## src/hdl/sfe_pkg.sv

```systemverilog
// ----------------------------------------------------------------------------
// sfe_pkg
// Shared types and constants of the stereo feedforward echo core.
// ----------------------------------------------------------------------------
package sfe_pkg;

    // delay line length per channel
    localparam int DEPTH    = 65536;
    localparam int ADDR_W   = $clog2(DEPTH);
    localparam int DELAY_W  = 16;
    localparam int GAIN_W   = 16;
    localparam int SMP_W    = 24;
    localparam int PROD_W   = GAIN_W + SMP_W;
    localparam int SUM_W    = SMP_W + 3;
    localparam int RND_SH   = 14;
    localparam int CMP_W    = (ADDR_W > DELAY_W) ? ADDR_W : DELAY_W;
    localparam int RAM_AW   = ADDR_W + 1;
    localparam int CFG_IDX_W = 2;

    localparam logic [CMP_W-1:0]  MAX_DELAY = CMP_W'(DEPTH - 1);
    localparam logic [ADDR_W-1:0] LAST_POS  = ADDR_W'(DEPTH - 1);
    localparam logic [ADDR_W:0]   DEPTH_EXT = (ADDR_W + 1)'(DEPTH);

    localparam logic signed [PROD_W-1:0] RND_BIAS = PROD_W'(8192);
    localparam logic signed [SUM_W-1:0]  SAT_HI   = SUM_W'(8388607);
    localparam logic signed [SUM_W-1:0]  SAT_LO   = -SUM_W'(8388608);

    typedef enum logic [CFG_IDX_W-1:0] {
        REG_LEFT_DELAY  = 2'd0,
        REG_RIGHT_DELAY = 2'd1,
        REG_LEFT_GAIN   = 2'd2,
        REG_RIGHT_GAIN  = 2'd3
    } cfg_reg_t;

    typedef struct packed {
        logic signed [SMP_W-1:0] sample_in;
        logic                    is_right;
    } smp_item_t;

    typedef struct packed {
        logic signed [SMP_W-1:0] sample_out;
        logic                    out_is_right;
    } res_item_t;

    // memory request and lookup status from the address unit
    typedef struct packed {
        logic              we;
        logic [RAM_AW-1:0] waddr;
        logic [RAM_AW-1:0] raddr;
        logic              hit;
        logic              bypass;
    } addr_req_t;

    // item metadata waiting for its memory read
    typedef struct packed {
        logic signed [SMP_W-1:0]  x;
        logic                     is_right;
        logic signed [GAIN_W-1:0] gain;
        logic                     hit;
        logic                     bypass;
    } s1_meta_t;

endpackage

```

## src/hdl/sfe_mac.sv

```systemverilog
// ----------------------------------------------------------------------------
// sfe_mac
// Gain multiply, rounding, mix with the dry sample and saturation.
// ----------------------------------------------------------------------------
module sfe_mac (
    input  logic                              clk,
    input  logic                              en2,
    input  logic                              en_o,
    input  sfe_pkg::s1_meta_t                 s1,
    input  logic [sfe_pkg::SMP_W-1:0]         rdata,
    output sfe_pkg::res_item_t                res
);
    import sfe_pkg::*;

    logic signed [SMP_W-1:0]  delayed;
    logic signed [PROD_W-1:0] prod_next;
    logic signed [PROD_W-1:0] prod_reg;
    logic signed [SMP_W-1:0]  x_reg;
    logic                     right_reg;
    logic                     bypass_reg;

    logic signed [PROD_W-1:0] rnd;
    logic signed [SUM_W-1:0]  sum;
    res_item_t                res_next;
    res_item_t                res_reg;

    // entries never written read as silence
    always_comb
    begin
        delayed   = s1.hit ? $signed(rdata) : '0;
        prod_next = PROD_W'(s1.gain) * PROD_W'(delayed);
    end

    always_ff @(posedge clk)
    begin
        if (en2)
        begin
            prod_reg   <= prod_next;
            x_reg      <= s1.x;
            right_reg  <= s1.is_right;
            bypass_reg <= s1.bypass;
        end
    end

    // round half up from Q3.37 to Q.23, then clamp
    always_comb
    begin
        rnd = (prod_reg + RND_BIAS) >>> RND_SH;
        sum = SUM_W'(x_reg) + SUM_W'(rnd);
        res_next.out_is_right = right_reg;
        if (bypass_reg)
        begin
            res_next.sample_out = x_reg;
        end
        else if (sum > SAT_HI)
        begin
            res_next.sample_out = SAT_HI[SMP_W-1:0];
        end
        else if (sum < SAT_LO)
        begin
            res_next.sample_out = SAT_LO[SMP_W-1:0];
        end
        else
        begin
            res_next.sample_out = sum[SMP_W-1:0];
        end
    end

    always_ff @(posedge clk)
    begin
        if (en_o)
        begin
            res_reg <= res_next;
        end
    end

    assign res = res_reg;

endmodule

```

## config.mk

```make
export PLATFORM = sky130hd
export DESIGN_NAME = sfe_mac
export DESIGN_NICKNAME = d
export VERILOG_FILES = /design/src/hdl/sfe_pkg.sv /design/src/hdl/sfe_mac.sv
export SDC_FILE = /design/constraint.sdc
export NUM_CORES = 1
export LEC_CHECK = 0
export BUFFER_PORTS_ARGS = -buffer_cell sky130_fd_sc_hd__buf_2
export CAP_MARGIN = 15
export CELL_PAD_IN_SITES_DETAIL_PLACEMENT = 0
export CELL_PAD_IN_SITES_GLOBAL_PLACEMENT = 1
export CORE_ASPECT_RATIO = 0.9
export CORE_MARGIN = 3
export CORE_UTILIZATION = 51
export CTS_CLUSTER_SIZE = 14
export DETAILED_ROUTE_END_ITERATION = 10
export PLACE_DENSITY = 0.86
export SYNTH_ARGS = -nofsm -noshare
export SYNTH_HDL_FRONTEND = slang
export SYNTH_SLANG_ARGS = --single-unit
export TNS_END_PERCENT = 50
```

## constraint.sdc

```tcl
create_clock -name clk -period 10.1 [get_ports clk]
set_clock_uncertainty 0.2 [all_clocks]
set_input_delay 2.02 -clock clk [delete_from_list [all_inputs] [get_ports clk]]
set_output_delay 2.02 -clock clk [all_outputs]
set_load 0.1 [all_outputs]
```

After elaboration in Yosys (flattened, before gate mapping):

Cells that the tools add are included.

* add/subtract/negate cells: 2
* multipliers: 1
* order comparisons: 2
* multiplexer cells: 4

Operator list (count)
* two-way mux 24 bit: 4
* adder 40 x 15 -> 40 bit, second input constant: 1
* multiplier 16 x 24 -> 40 bit: 1
* adder 24 x 26 -> 27 bit: 1
* > comparator 27 x 24 -> 1 bit, second input constant: 1
* less-than comparator 27 x 24 -> 1 bit, second input constant: 1

* bits in registers: 91
* bits of input ports: 70
* output and inout port bits: 25

Depth between registers and ports, before layout:

* depth after elaboration: 6
* depth in mapped cells: 26
* gate-level depth less buffers: 23

Least setup slack after synthesis:

No wires, ideal clock.

* path kind: in2reg
* start point: input s1[1] in the netlist's numbering
* end point: register prod_reg[36], data pin
* library setup time: 260 ps
* data arrival time: 8224 ps
* required time: 9640 ps
* slack: 1416 ps
* stages on the path: 26
* path through: clkbuf_1 clkbuf_1 and2_1 clkbuf_1 nand2_1 fa_1 inv_1 fa_1 inv_1 fa_1 inv_1 fa_1 fa_1 inv_1 fa_1 inv_1 ha_1 nand4_1 nor2_1 a221oi_1 o31ai_1 o41a_1 a211o_1 a221o_1 a21oi_2 xnor2_1

* longest elaborated chain between the ends: 2

RTL lines
* start, declared: line sfe_mac.sv:9 `input sfe_pkg::s1_meta_t s1,`
* two-way mux 24 bit: line sfe_mac.sv:30 `delayed = s1.hit ? $signed(rdata) : '0;`
* multiplier 16 x 24 -> 40 bit: line sfe_mac.sv:31 `prod_next = PROD_W'(s1.gain) * PROD_W'(delayed);`
* named net prod_next[36]: line sfe_mac.sv:16 `logic signed [PROD_W-1:0] prod_next;`
* end signal, assigned: line sfe_mac.sv:38 `prod_reg <= prod_next;`
* end, declared: line sfe_mac.sv:17 `logic signed [PROD_W-1:0] prod_reg;`

The timed path passes the listed nets, and every way through them passes these cells.
A chain may end at the register's enable or synchronous reset.

Worst setup path in the final report:

Same ends and word-level chain as after synthesis.

==> impl.org <==
** Clock tree
- Hold repair after CTS inserted 0 buffers.
- Clock transition at the registers of the reported paths :: roughly 60 ps
- Clock tree from TritonCTS :: yes
- In this run, post-CTS repair resized a total of 0 instances.
- Root buffer selected by CTS :: clkbuf_16
- The clock reaches the later pin of the worst-skew pair after between 300 and 400 ps.
- Buffers added to address setup during post-CTS repair amount to 0.
- The clock tree synthesis step divided the H-tree into 3 levels.
- CTS max path bufs :: 2
- Clock buffers created by TritonCTS :: 9
- CTS saw 78 sinks.

** Critical path
- Largest stage delay, worst path :: ~600 ps
- Top delay family on crit path :: adder cells
- Walking the worst path, the cells encountered are buf_4 -> and2_1 -> nand2_1 -> fa_1 -> inv_1 -> fa_1 -> inv_1 -> fa_1 -> inv_1 -> fa_1 -> fa_1 -> fa_1 -> ha_1 -> nand2_1 -> nor2_1 -> a221oi_1 -> o31ai_1 -> o41a_1 -> a211o_1 -> a221o_1 -> a21oi_2 -> xnor2_1.
- STA classifies the critical path startpoint as an input pin.
- Among the stages of the critical path, the cell type that occurs most often is fa_1.
- Data on the critical path arrives at its endpoint at slightly below 9000 ps.
- Critical Path Slowest Stage Cell :: fa_1
- Data required time of the critical path :: ~10000 ps
- The worst setup path is of the input pin to flip-flop kind.
- Of all nets on the critical path, the largest fanout is 77.
- Capturing element type of the critical path :: flip-flop
- CP bufs+invs :: 4

** STA
- Final number of hold-violating endpoints :: 0
- After routing, the total negative slack on setup checks comes to 0 ps.
- Final setup fails :: 0
- For the pin with the worst max-slew slack, the measured transition is about 630 ps.
- Setup repair after global routing left no endpoint under its margin.
- The worst path needs between 9000 and 10,000 ps of the cycle, external delays included.
- Relative slew slack :: 0.574
- Period utilization :: 0.896
- The count of pins over their slew limit was 0.
- Top achievable clock speed :: approximately 110 MHz

** Synthesis
- Dividing the synthesized area by the synthesized cell count gives 9.38 µm².
- Counting flops with a built-in enable in the synthesized netlist gives ~80.
- Synth area leaders :: fa_1 41%, edfxtp_1 13%, inv_1 8.8%
- Top cells by count, synth :: 422 x inv_1, 374 x fa_1, 270 x nand2_1, 164 x and3_1, 122 x ha_1
- Most area-hungry cell type in the Yosys netlist :: fa_1
- Flip-flop cell with the highest count after synthesis :: edfxtp_1
- In the synthesized netlist, the number of instances is between 1,500 and 2,000.
- When the netlist entered floorplanning its net count stood at ~2,500.
- Most repeated cell in the gate-level netlist after synthesis :: inv_1
- For this run, the number of Yosys warnings is 0.
- Of the post-synthesis cell area, the dominant cell type holds 0.414.
- Yosys mapped the design onto slightly above 60 distinct sky130hd cell types.
- Fraction of synthesis flops using an asynchronous set or reset pin :: 0
- Mapped Area :: about 18,000 µm²
- Synth Register Bits :: approximately 80
- Post-synthesis sequential area ratio :: 0.130

** Layout
- Leaving out filler cells and counting taps, the final layout contains between 2,000 and 2,500.
- Final layout net count :: about 2,500
- For this run, the share of the core covered by cells in the final layout is 0.558.
- The register with the most flip-flops in the layout has 27 of them.
- Counting the fill cells in the layout gives 3,145.
- Diode count :: 0
- Share of layout cells above drive strength 1 :: 0.0637
- From synthesis to final layout, the design area changed by 6.24%.

** Hold path
- Hold Path Class :: flip-flop to flip-flop

** Global route
- Global-route usage over all layers :: 0.254
- The number of global-route vias before repair is between 10,000 and 15,000.
- The initial antenna violation count was 1.
- Entering global routing, the biggest net connects 78 pins.
- For this run the aggregate overflow at the end of global routing stands at 0.
- The first global-routing pass estimated ~75 mm of wire.

** Routing
- Starting DRC count in detailed routing :: 928
- The count of nets left with antenna violations once routing finished came out at 0.
- Detailed routing inserted a total of approximately 13,000 vias.
- For this run, design rule violations remaining after detail routing come to 0.
- TritonRoute pass-1 iters :: 5
- Dividing the detail-routed wire length by the instance count gives 18.9 µm.
- Vias per std cell :: 5.50
- Detailed-route wire length :: 45.8 mm

** Place
- Counting tap cells, the placed design contains a total of between 2,000 and 2,500 instances.
- RePlAce Congestion :: 0.931
- Detailed placement HPWL :: 37.3 mm
- I/O Buffers :: 94

** Floorplanning
- The floorplan step defined a die boundary enclosing between 30,000 and 40,000 µm².
- Area of the core region :: roughly 34,000 µm²
- After floorplanning, the core was divided into 64 placement rows.
- For this configuration, the core starts out at a cell density of 0.525.
- Pin placement for this block handled between 90 and 100 I/O pins.
- Die outline height :: about 180 µm
- In this run the horizontal extent of the chip is 204 µm.

** Run
- Number of max-capacitance violations reported :: 0

** Outcome
- The run finished with clean final reports.

** Power and ir drop
- Proportion of power drawn by flip-flops and latches :: 0.121
- Switching power as a share of total power :: 0.520
- For this design the static power due to leakage is between 0.009 and 0.01 µW.
- VDD sags by at most between 200 and 250 µV.
- Int Pwr :: slightly below 3000 µW
- For this design the total switching power over the nets is 3180 µW.
- Of the total power, combinational logic draws 0.828.
- Power density relative to cell area :: between 300 and 400 nW/µm²
- Clock power frac :: 0.051
-- power by group through the flow --
stage / Sequential [µW] / Combinational (µW) / Clock [µW]
floorplan: 1010 / 3580 / 0
global placement: 743 / 4910 / 0
detailed placement: 746 / 5000 / 0
CTS: 740 / 5030 / 319
global route: 753 / 5710 / 330
finish: 740 / 5060 / 310
-- layout by cell type (no fill, tap or decap), types with 3 or more instances in the layout --
cell type and n:
inv_1 422, fa_1 374, nand2_1 270, and3_1 164, ha_1 122, buf_2 93, edfxtp_1 78, xnor2_1 56
nor2_1 52, a21oi_1 46, and2_1 28, a21o_1 28, xor2_1 24, o21ai_0 23, a2bb2oi_1 23, nand3_1 19
nand4_1 12, nand2b_1 10, clkbuf_16 9, buf_4 9, o21a_1 8, a31oi_1 7, o21bai_1 7, nor3_1 6
o211ai_1 5, a211oi_1 4, clkinv_1 3, a211o_1 3, o31ai_1 3, o21ai_1 3, nor2b_1 3
-- routing by layer --
metal	part of all wire	track usage	up-vias	wire, µm
met5	0	0	-	0
met4	0.010	0.0380	0	478
met3	0.099	0.0669	43	4530
met2	0.45	0.401	546	20400
met1	0.45	0.366	6659	20400
li1	-	-	6079	-
-- through the flow --
stage	hold WS (ps)	worst slack [ps]	total power, µW	cell area (µm²)
global placement	207	878	5650	18900
CTS	238	1140	6090	19200
floorplan	200	1420	4580	18100
global route	249	717	6790	19200
finish	231	1050	6110	19200
detailed placement	225	776	5750	18900
-- worst paths after layout --
path                          start                     end  slack (ps)  depth (start not counted)
max                           s1[1]  prod_reg[36]$_DFFE_PP_        1050                         22
min             right_reg$_DFFE_PP_        res[0]$_DFFE_PP_         230                          0
max reg2reg  prod_reg[13]$_DFFE_PP_        res[8]$_DFFE_PP_        5740                         15
min reg2reg     right_reg$_DFFE_PP_        res[0]$_DFFE_PP_         230                          0
-- area by class of cell --
type,instances,area [µm²],area share
clock buffers,11,233,0.0121
repair buffers,104,573,0.0298
multi-input cells,1341,13800,0.720
flip-flops and latches,78,2340,0.122
inverters,424,1590,0.0829
well taps,462,578,0.0301
clock inverters,5,58.8,0.00306
-- kinds of logic (layout without fill, tap and decap cells) --
group                      after synthesis  count (layout)  synth area share
and+or+nand+nor                        577             577             0.155
xor gates and xnor gates                80              80            0.0388
muxes                                    3               3           0.00180
buffers and inverters                  508             544             0.106
AOI/OAI and AO/OA                      185             185            0.0709
DFF                                     78              78             0.130
adders and majority gates              496             496             0.499
-- worst register-to-register path, delay by kind of cell, from the launching register on --
kind	cells	cell delay [ps]
AOI/OAI and AO/OA	7	1730
and+or+nand+nor	3	480
xor gates and xnor gates	2	470
buffers and inverters	1	240
DFF	1	370
adders and majority gates	2	600
(Power assumes the default switching activity.)
