==> config.mk <==
export PLATFORM = sky130hd
export DESIGN_NAME = sfe_addr
export DESIGN_NICKNAME = d
export VERILOG_FILES = /design/src/hdl/sfe_pkg.sv /design/src/hdl/sfe_addr.sv
export SDC_FILE = /design/constraint.sdc
export NUM_CORES = 1
export LEC_CHECK = 0
export ABC_CLOCK_PERIOD_IN_PS = 7900
export CORE_MARGIN = 1.5
export CORE_UTILIZATION = 45
export CTS_CLUSTER_DIAMETER = 40
export DETAILED_ROUTE_END_ITERATION = 6
export DONT_BUFFER_PORTS = 1
export HOLD_SLACK_MARGIN = 0.12
export PLACE_DENSITY = 0.68
export RECOVER_POWER = 50
export SETUP_SLACK_MARGIN = 0.2
export SLEW_MARGIN = 30
export SYNTH_ARGS = -nofsm -noshare
export SYNTH_HDL_FRONTEND = slang
export SYNTH_SLANG_ARGS = --single-unit
==> constraint.sdc <==
create_clock -name clk -period 7.9 [get_ports clk]
set_input_delay 0.79 -clock clk [delete_from_list [all_inputs] [get_ports clk]]
set_output_delay 0.79 -clock clk [all_outputs]
set_load 0.005 [all_outputs]
==> src/hdl/sfe_pkg.sv <==
// ----------------------------------------------------------------------------
// sfe_pkg
// Shared types and constants of the stereo feedforward echo core.
// ----------------------------------------------------------------------------
package sfe_pkg;

    // delay line length per channel
    localparam int DEPTH    = 65536;
    localparam int ADDR_W   = $clog2(DEPTH);
    localparam int DELAY_W  = 16;
    localparam int GAIN_W   = 16;
    localparam int SMP_W    = 24;
    localparam int PROD_W   = GAIN_W + SMP_W;
    localparam int SUM_W    = SMP_W + 3;
    localparam int RND_SH   = 14;
    localparam int CMP_W    = (ADDR_W > DELAY_W) ? ADDR_W : DELAY_W;
    localparam int RAM_AW   = ADDR_W + 1;
    localparam int CFG_IDX_W = 2;

    localparam logic [CMP_W-1:0]  MAX_DELAY = CMP_W'(DEPTH - 1);
    localparam logic [ADDR_W-1:0] LAST_POS  = ADDR_W'(DEPTH - 1);
    localparam logic [ADDR_W:0]   DEPTH_EXT = (ADDR_W + 1)'(DEPTH);

    localparam logic signed [PROD_W-1:0] RND_BIAS = PROD_W'(8192);
    localparam logic signed [SUM_W-1:0]  SAT_HI   = SUM_W'(8388607);
    localparam logic signed [SUM_W-1:0]  SAT_LO   = -SUM_W'(8388608);

    typedef enum logic [CFG_IDX_W-1:0] {
        REG_LEFT_DELAY  = 2'd0,
        REG_RIGHT_DELAY = 2'd1,
        REG_LEFT_GAIN   = 2'd2,
        REG_RIGHT_GAIN  = 2'd3
    } cfg_reg_t;

    typedef struct packed {
        logic signed [SMP_W-1:0] sample_in;
        logic                    is_right;
    } smp_item_t;

    typedef struct packed {
        logic signed [SMP_W-1:0] sample_out;
        logic                    out_is_right;
    } res_item_t;

    // memory request and lookup status from the address unit
    typedef struct packed {
        logic              we;
        logic [RAM_AW-1:0] waddr;
        logic [RAM_AW-1:0] raddr;
        logic              hit;
        logic              bypass;
    } addr_req_t;

    // item metadata waiting for its memory read
    typedef struct packed {
        logic signed [SMP_W-1:0]  x;
        logic                     is_right;
        logic signed [GAIN_W-1:0] gain;
        logic                     hit;
        logic                     bypass;
    } s1_meta_t;

endpackage

==> src/hdl/sfe_addr.sv <==
// ----------------------------------------------------------------------------
// sfe_addr
// Write pointers per channel, tap address generation and fill tracking.
// ----------------------------------------------------------------------------
module sfe_addr (
    input  logic                          clk,
    input  logic                          rst_n,
    input  logic                          accept,
    input  logic                          is_right,
    input  logic [sfe_pkg::DELAY_W-1:0]   left_delay,
    input  logic [sfe_pkg::DELAY_W-1:0]   right_delay,
    output sfe_pkg::addr_req_t            req
);
    import sfe_pkg::*;

    logic [ADDR_W-1:0] wp_reg [0:1];
    logic [ADDR_W-1:0] wp_next [0:1];
    logic [1:0]        wrapped_reg;
    logic [1:0]        wrapped_next;

    logic [CMP_W-1:0]  d_ext;
    logic [ADDR_W-1:0] d;
    logic [ADDR_W-1:0] w;
    logic [ADDR_W:0]   diff;
    logic [ADDR_W:0]   rd_full;
    logic              bypass;

    always_comb
    begin
        bypass = (left_delay == '0) && (right_delay == '0);
        d_ext  = is_right ? CMP_W'(right_delay) : CMP_W'(left_delay);
        if (d_ext > MAX_DELAY)
        begin
            d_ext = MAX_DELAY;
        end
        d       = d_ext[ADDR_W-1:0];
        w       = wp_reg[is_right];
        diff    = {1'b0, w} - {1'b0, d};
        rd_full = diff[ADDR_W] ? (diff + DEPTH_EXT) : diff;

        // before the first wrap only entries below the pointer hold samples
        req.hit    = wrapped_reg[is_right] || (!diff[ADDR_W] && (d != '0));
        req.raddr  = {is_right, rd_full[ADDR_W-1:0]};
        req.waddr  = {is_right, w};
        req.we     = accept && !bypass;
        req.bypass = bypass;
    end

    always_comb
    begin
        wp_next[0]   = wp_reg[0];
        wp_next[1]   = wp_reg[1];
        wrapped_next = wrapped_reg;
        if (req.we)
        begin
            if (w == LAST_POS)
            begin
                wp_next[is_right]      = '0;
                wrapped_next[is_right] = 1'b1;
            end
            else
            begin
                wp_next[is_right] = w + 1'b1;
            end
        end
    end

    always_ff @(posedge clk or negedge rst_n)
    begin
        if (!rst_n)
        begin
            wp_reg[0]   <= '0;
            wp_reg[1]   <= '0;
            wrapped_reg <= '0;
        end
        else
        begin
            wp_reg[0]   <= wp_next[0];
            wp_reg[1]   <= wp_next[1];
            wrapped_reg <= wrapped_next;
        end
    end

endmodule

Word level (Yosys, flattened, before mapping)
Cells that the tools add are included.

Add/subtract/negate cells: 3. Magnitude comparators: 5. Eq/ne operators: 1. Muxes and demuxes: 14. Bitwise logic cells: 4. Reductions and logical operators: 12.

Operators with widths (number): $mux W16 (7); $add A16 B1 Y16 const B (2); $and A32 B32 Y32 (1); $bwmux W32 (1); $logic_not A16 Y1 (2); $mux W32 (1); $not A32 Y32 (1); $sub A16 B16 Y17 (1); $demux W16 S1 (1); $eq A16 B16 Y1 const B (1); $gt A16 B16 Y1 const B (1); $reduce_bool A16 Y1 (1); $logic_and A1 B1 Y1 (5); $mux W1 (3); $ge A2 B2 Y1 const B (1); $logic_not A1 Y1 (2); $lt A1 B2 Y1 const B (1); $lt A2 B1 Y1 const B (1); $not A1 Y2 (1); $or A2 B2 Y2 (1); $reduce_and A2 Y1 (1); $demux W1 S1 (1); $ge A1 B1 Y1 const B (1); $logic_or A1 B1 Y1 (1).

Flip-flop bits (word level): 34. Input bits: 36. Output and inout port bits: 37. Logic and storage cells: 42.

Longest topological paths before layout
Gate-level depths: netlist of run 1.

Depth after elaboration: 8. Gate-level depth with buffers: 14. Depth with buffers taken out: 11.

Least setup slack after synthesis of run 1
Ideal clock, no wire load.

Path type: in2out. Start: in is_right. End: out req[1] (netlist name). Data arrival time: 3.592 ns. Required time: 7.110 ns. Path slack: 3.518 ns. Stages on the path: 14. Buffers on the path: 4. Cell sequence: buf_4 > buf_6 > buf_2 > buf_2 > mux2_2 > ha_1 > fa_1 > nor2b_1 > o211ai_1 > a31oi_1 > nor4_1 > o21ai_0 > a41oi_1 > o21ai_0.

RTL lines: start: declaration (RTL line sfe_addr.sv:9) `input logic is_right,`; end: declaration (RTL line sfe_addr.sv:12) `output sfe_pkg::addr_req_t req`.

==> results of run 1 <==
## synthesized netlist by cell type, types with 2 or more instances
master	instances	area share, %
nor3_1	5	0.87
nand3_1	4	0.70
o21a_1	3	0.79
a21o_1	14	3.7
or3_1	2	0.44
buf_2	5	0.87
o21ai_0	15	2.6
buf_4	5	1.3
or2_4	2	0.61
dfrtp_1	34	30
and4_1	2	0.61
ha_1	17	7.4
nand2_1	30	3.9
nor4_1	9	2.0
a31oi_1	4	0.87
o211ai_1	4	1.0
nor2_1	12	1.6
inv_1	11	1.4
nor2b_1	5	1.1
mux2i_1	18	6.3
buf_6	2	0.79
mux2_2	28	11
a32o_1	2	0.70
o31ai_1	5	1.3
xor2_1	10	3.1
nand4_1	2	0.44
nand2b_1	7	1.5
a21oi_1	8	1.4
xnor2_1	16	4.9
## cell families after synthesis
kind of cell	Yosys count	share of synthesized area (%)
and+or+nand+nor	89	16.5
xor gates and xnor gates	26	7.94
buffers and inverters	24	4.54
muxes	47	17.8
AOI/OAI and AO/OA	65	15.5
adders and majority gates	18	8.12
DFF	34	29.7
## per-layer routing
metal,GRT usage [%],vias up,routed length (um)
li1,-,1095,-
met1,27.6,1068,3200
met2,32.3,59,3170
met3,5.47,7,458
met4,3.03,0,57
met5,0,-,0
## area by class of cell
cell class,instances,area (um^2)
clock buffers,6,72.6
fillers,607,3080
well taps,75,93.8
clock inverters,1,7.51
multi-input cells,245,1880
flip-flops and latches,34,851
inverters,12,45.0
## how the worst min path moves through the flow
stage | from | to | slack (ps) | cells past startpoint
6_report | rst_n | wp_reg[13]$_DFFE_PN0P_ | 190 | 0
5_1_grt | rst_n | wp_reg[12]$_DFFE_PN0P_ | 180 | 0
4_1_cts | rst_n | wp_reg[28]$_DFFE_PN0P_ | 190 | 0
3_5_place_dp | wrapped_reg[1]$_DFFE_PN0P_ | wrapped_reg[1]$_DFFE_PN0P_ | 450 | 1
3_3_place_gp | wrapped_reg[1]$_DFFE_PN0P_ | wrapped_reg[1]$_DFFE_PN0P_ | 450 | 1
2_1_floorplan | wrapped_reg[0]$_DFFE_PN0P_ | wrapped_reg[0]$_DFFE_PN0P_ | 430 | 1
## power groups by stage
stage          Clock (mW)  Combinational [mW]  Sequential [mW]
2_1_floorplan           0               0.151            0.206
5_1_grt             0.131               0.193            0.212
6_report            0.122               0.173            0.209
4_1_cts             0.124               0.175            0.209
3_3_place_gp            0               0.173            0.212
3_5_place_dp            0               0.175            0.212
## worst max-delay path, delay by kind of cell
kind                       cells  cell delay (ps)
AOI/OAI and AO/OA              5             1140
muxes                          1              470
and+or+nand+nor                2              310
adders and majority gates      1              450
buffers and inverters          1              130
## per-stage QoR
| step | power, mW | setup WS, ps | hold slack [ps] | area [um^2] |
|---|---|---|---|---|
| 3_5_place_dp | 0.387 | 3880 | 450 | 2880 |
| 4_1_cts | 0.509 | 3880 | 188 | 2960 |
| 6_report | 0.504 | 3800 | 191 | 2950 |
| 3_3_place_gp | 0.384 | 3960 | 448 | 2880 |
| 2_1_floorplan | 0.357 | 3520 | 427 | 2870 |
| 5_1_grt | 0.536 | 3650 | 180 | 2950 |
==> results.py, run 1 <==
metrics = {
    "outcome": {
        "status": "finished, final reports clean",
    },
    "worst_setup_path": {
        "reg2reg_depth": 9,
        "crit_end": "req[1]",
        "crit_slowest_cell": "mux2i_1",
        "endpoint_kind": "output port",
        "worstPathRequired_ps": 7110,
        "path_max_fanout": 48,
        "cp-start-kind": "input port",
        "critical_path_class": "input port to output port",
        "r2r_slack_ps": 5440,
        "reg2reg_from": "wp_reg[17]$_DFFE_PN0P_",
        "cp_common_cell": "o21ai_0",
        "crit_start": "is_right",
        "rr_endpoint": "wp_reg[11]$_DFFE_PN0P_",
        "cp.arrival_ps": 3310,
        "critPathMaxStageDelay_ps": 470,
        "path_cells": "mux2i_1 > inv_1 > fa_1 > nor2b_1 > o211ai_1 > a31oi_1 > nor4_1 > o21ai_0 > a41oi_1 > o21ai_0",
    },
    "power": {
        "p_int_mw": 0.328,
        "vdd_drop_max_mv": 0.123,
        "p_leak_nw": 1.47,
        "p_per_area_mw_per_mm2": 171,
        "power.switching_mw": 0.176,
        "p_seq_share_pct": 41.5,
        "netSwitchingFraction_pct": 34.9,
        "power.combinational.fraction_pct": 34.4,
        "pwr-share-clk_pct": 24.2,
    },
    "timing": {
        "setup_violations": 0,
        "hold_violations": 0,
        "report.final.slew_viol_count": 0,
        "finClkSkew_ps": 8.44,
        "timing.fmax_mhz": 244,
        "rsz0062_at_grt": "no",
        "period_share_pct": 51.9,
        "worstMarginPinSlew_ps": 827,
        "max_slew_margin_pct": 43.5,
        "tns_ps": 0,
        "min_period_ps": 4100,
    },
    "finish": {
        "area_delta_synth_final_pct": 2.88,
        "largest_reg_flops": 32,
        "nets": 352,
        "utilization_pct": 49.0,
        "diodes": 0,
        "mostFrequentLayoutCell": "dfrtp_1",
        "final_cells": 373,
        "mostFrequentLayoutCells": "34 x dfrtp_1, 30 x nand2_1, 20 x mux2_2, 19 x mux2i_1, 17 x ha_1",
        "drive_gt1_share_pct": 11.4,
    },
    "placed_design": {
        "dpl.hpwl_mm": 5.32,
        "dp.cells": 366,
        "place_congestion": 0.870,
        "portBuffers": 0,
    },
    "grt": {
        "first_global_vias": 2203,
        "grt_max_degree": 49,
        "grtUsageTotal_pct": 20.1,
        "grt_antenna_before_repair": 0,
        "grt_overflow": 0,
        "grt_pass1_wl_mm": 11.3,
    },
    "route": {
        "routedWlPerCell_um": 18.5,
        "firstDrtPassIters": 4,
        "routed_wl_mm": 6.89,
        "via_per_inst": 5.98,
        "drc_errors": 0,
        "routed-via-count": 2229,
        "ant_nets": 0,
        "drt_iter0_drc": 119,
    },
    "floorplan": {
        "design.die.area_mm2": 0.00686,
        "fp.coreArea_mm2": 0.00603,
        "fp-row-count": 28,
        "die_width_um": 82.8,
        "initial_core_util_pct": 47.6,
        "io_pins": 73,
        "die_y_um": 82.8,
    },
    "cts": {
        "cts_setup_buffers": 0,
        "cts_resized": 0,
        "postCtsHoldBufs": 0,
        "clk_path_buf_depth": 2,
        "htreeDepth": 2,
        "cts.clk_slew.worst_paths_ps": 70,
        "cts_buffers": 5,
        "cts_sinks": 34,
        "cts_tree": "done",
        "clkLatencyLatePin_ps": 280,
        "root_buffer": "clkbuf_8",
    },
    "synthesis": {
        "synthesis.nets": 357,
        "synth.distinct_cells": 51,
        "synthCells": 303,
        "yosysWarnings": 0,
        "yosysSeqAreaShare_pct": 29.7,
        "syn_area_mm2": 0.00287,
        "synth_ff_type": "dfrtp_1",
        "synth_edf_count": 0,
        "avgSynthCellArea_um2": 9.46,
        "synth_seq_cells": 34,
        "synthArstFlopShare_pct": 100,
    },
    "job": {
        "cap_violations": 0,
    },
    "hold_path": {
        "hp-class": "input port to async pin",
    },
}
Power figures use the tool's default switching activity.
==> inputs of run 2 (changes only) <==
- ABC_CLOCK_PERIOD_IN_PS: 7900 -> 3600
- PLACE_DENSITY: 0.68 -> 0.7
- clock period: 7.9 -> 3.6 ns (I/O delays scaled with it)
==> run 2 against run 1 <==
The flow now finishes with violations (capacitance limit, slew limit). Clock skew increased by 1.9 ps. Highest routed layer unchanged. Routed wire length decreased by 1.5%. Worst setup slack got worse by 3500 ps. Critical path type is now flop to output port. Via count increased by 1.2%. Critical path depth unchanged. Largest power group unchanged.
==> results.py, run 2 (synthesized netlist as in run 1, its figures left out) <==
metrics = {
    "outcome": {
        "status": "finished with violations",
        "violations": "capacitance limit, slew limit",
    },
    "power": {
        "netSwitchingFraction_pct": 35.0,
        "power.switching_mw": 0.400,
        "p_int_mw": 0.742,
        "vdd_drop_max_mv": 0.326,
        "p_per_area_mw_per_mm2": 379,
        "power.combinational.fraction_pct": 35.5,
        "p_leak_nw": 1.50,
        "p_seq_share_pct": 39.8,
        "pwr-share-clk_pct": 24.7,
    },
    "route": {
        "firstDrtPassIters": 4,
        "via_per_inst": 6.00,
        "drc_errors": 0,
        "routedWlPerCell_um": 18.1,
        "routed-via-count": 2256,
        "drt_iter0_drc": 95,
        "routed_wl_mm": 6.79,
        "ant_nets": 0,
    },
    "finish": {
        "diodes": 0,
        "area_delta_synth_final_pct": 4.97,
        "mostFrequentLayoutCells": "34 x dfrtp_1, 30 x nand2_1, 20 x mux2_2, 19 x mux2i_1, 17 x ha_1",
        "design_area_mm2": 0.00301,
        "nets": 356,
        "largest_reg_flops": 32,
        "mostFrequentLayoutCell": "dfrtp_1",
        "drive_gt1_share_pct": 13.6,
    },
    "timing": {
        "min_period_ps": 3280,
        "rsz0062_at_grt": "yes",
        "worst_slack_ps": 323,
        "report.final.slew_viol_count": 35,
        "timing.fmax_mhz": 305,
        "tns_ps": 0,
        "hold_violations": 0,
        "finClkSkew_ps": 10.3,
        "period_share_pct": 91.0,
        "setup_violations": 0,
        "worstMarginPinSlew_ps": 1870,
        "max_slew_margin_pct": -24.8,
    },
    "grt": {
        "first_global_vias": 2248,
        "grt_pass1_wl_mm": 11.2,
        "grtUsageTotal_pct": 20.4,
        "grt_overflow": 0,
        "grt_max_degree": 49,
        "grt_antenna_before_repair": 0,
    },
    "hold_path": {
        "holdPathStages": 1,
        "hp-class": "flop to flop",
    },
    "cts": {
        "cts_buffers": 5,
        "clk_path_buf_depth": 2,
        "cts.clk_slew.worst_paths_ps": 70,
        "cts_sinks": 34,
        "clkLatencyLatePin_ps": 290,
        "root_buffer": "clkbuf_8",
        "htreeDepth": 2,
        "cts_setup_buffers": 0,
        "cts_tree": "done",
    },
    "job": {
        "cap_violations": 1,
    },
    "worst_setup_path": {
        "critical_path_class": "flop to output port",
        "path_max_fanout": 5,
        "cp-start-kind": "flop",
        "worstPathRequired_ps": 3240,
        "endpoint_kind": "output port",
        "reg2reg_depth": 9,
        "cp.arrival_ps": 2920,
    },
    "floorplan": {
        "fp.coreArea_mm2": 0.00603,
        "die_width_um": 82.8,
        "fp-row-count": 28,
        "design.die.area_mm2": 0.00686,
        "initial_core_util_pct": 47.6,
        "io_pins": 73,
        "die_y_um": 82.8,
    },
    "placed_design": {
        "place_congestion": 0.863,
        "post-place-ws_ps": 574,
        "postPlaceCellArea_mm2": 0.00289,
        "dpl.hpwl_mm": 5.23,
        "portBuffers": 0,
    },
}
run 2: layer usage:
| metal | vias to the layer above | GRT usage, % | share of wire (%) |
|---|---|---|---|
| li1 | 1103 | - | - |
| met1 | 1099 | 27.1 | 47 |
| met2 | 45 | 33.4 | 48 |
| met3 | 9 | 4.08 | 4.1 |
| met4 | 0 | 6.36 | 1.4 |
| met5 | - | 0 | 0 |
run 2: layout make-up:
type	instances	area, um^2
Inverter	12	45.0
Multi-Input combinational cell	245	1910
Fill cell	590	3020
Tap cell	75	93.8
Clock buffer	6	82.6
Sequential cell	34	851
Timing Repair Buffer	4	28.8
run 2: power groups by stage:
stage	registers (mW)	logic, mW	clock network, mW
global route	0.461	0.459	0.304
global placement	0.459	0.384	0
detailed placement	0.462	0.390	0
CTS	0.455	0.404	0.289
floorplan	0.452	0.333	0
finish	0.455	0.405	0.282
run 2: final timing paths:
check,startpoint,to,slack [ps]
worst max-delay path,wp_reg[3]$_DFFE_PN0P_,req[17],320
worst min-delay path,wrapped_reg[0]$_DFFE_PN0P_,wrapped_reg[0]$_DFFE_PN0P_,460
worst max register to register,wp_reg[1]$_DFFE_PN0P_,wp_reg[27]$_DFFE_PN0P_,1090
worst min register to register,wrapped_reg[0]$_DFFE_PN0P_,wrapped_reg[0]$_DFFE_PN0P_,460
max in group asynchronous,rst_n,wp_reg[18]$_DFFE_PN0P_,1380
min in group asynchronous,rst_n,wrapped_reg[0]$_DFFE_PN0P_,1140
run 2: worst max-delay path, cell delays in order (launching register included):
cell,delay (ps)
dfrtp_1,400
mux2_1,400
ha_1,410
a21o_1,210
a21oi_2,170
a2111oi_2,90
buf_4,150
o31ai_1,210
nand2b_1,140
a221oi_2,280
xnor2_1,180
run 2: through the flow:
step	utilization, %	hold WS [ps]	total power [mW]	cells
floorplan	-	64.4	0.784	303
global placement	48.0	65.9	0.844	368
detailed placement	48.0	65.9	0.852	368
CTS	49.9	462	1.15	376
global route	50.0	479	1.22	376
finish	50.0	458	1.14	376
run 2: repair_timing:
item                                   CTS  global route
resized for setup                        0             7
endpoints found under the hold margin   34             0
setup endpoints to repair                0             4
hold buffers                             2             0
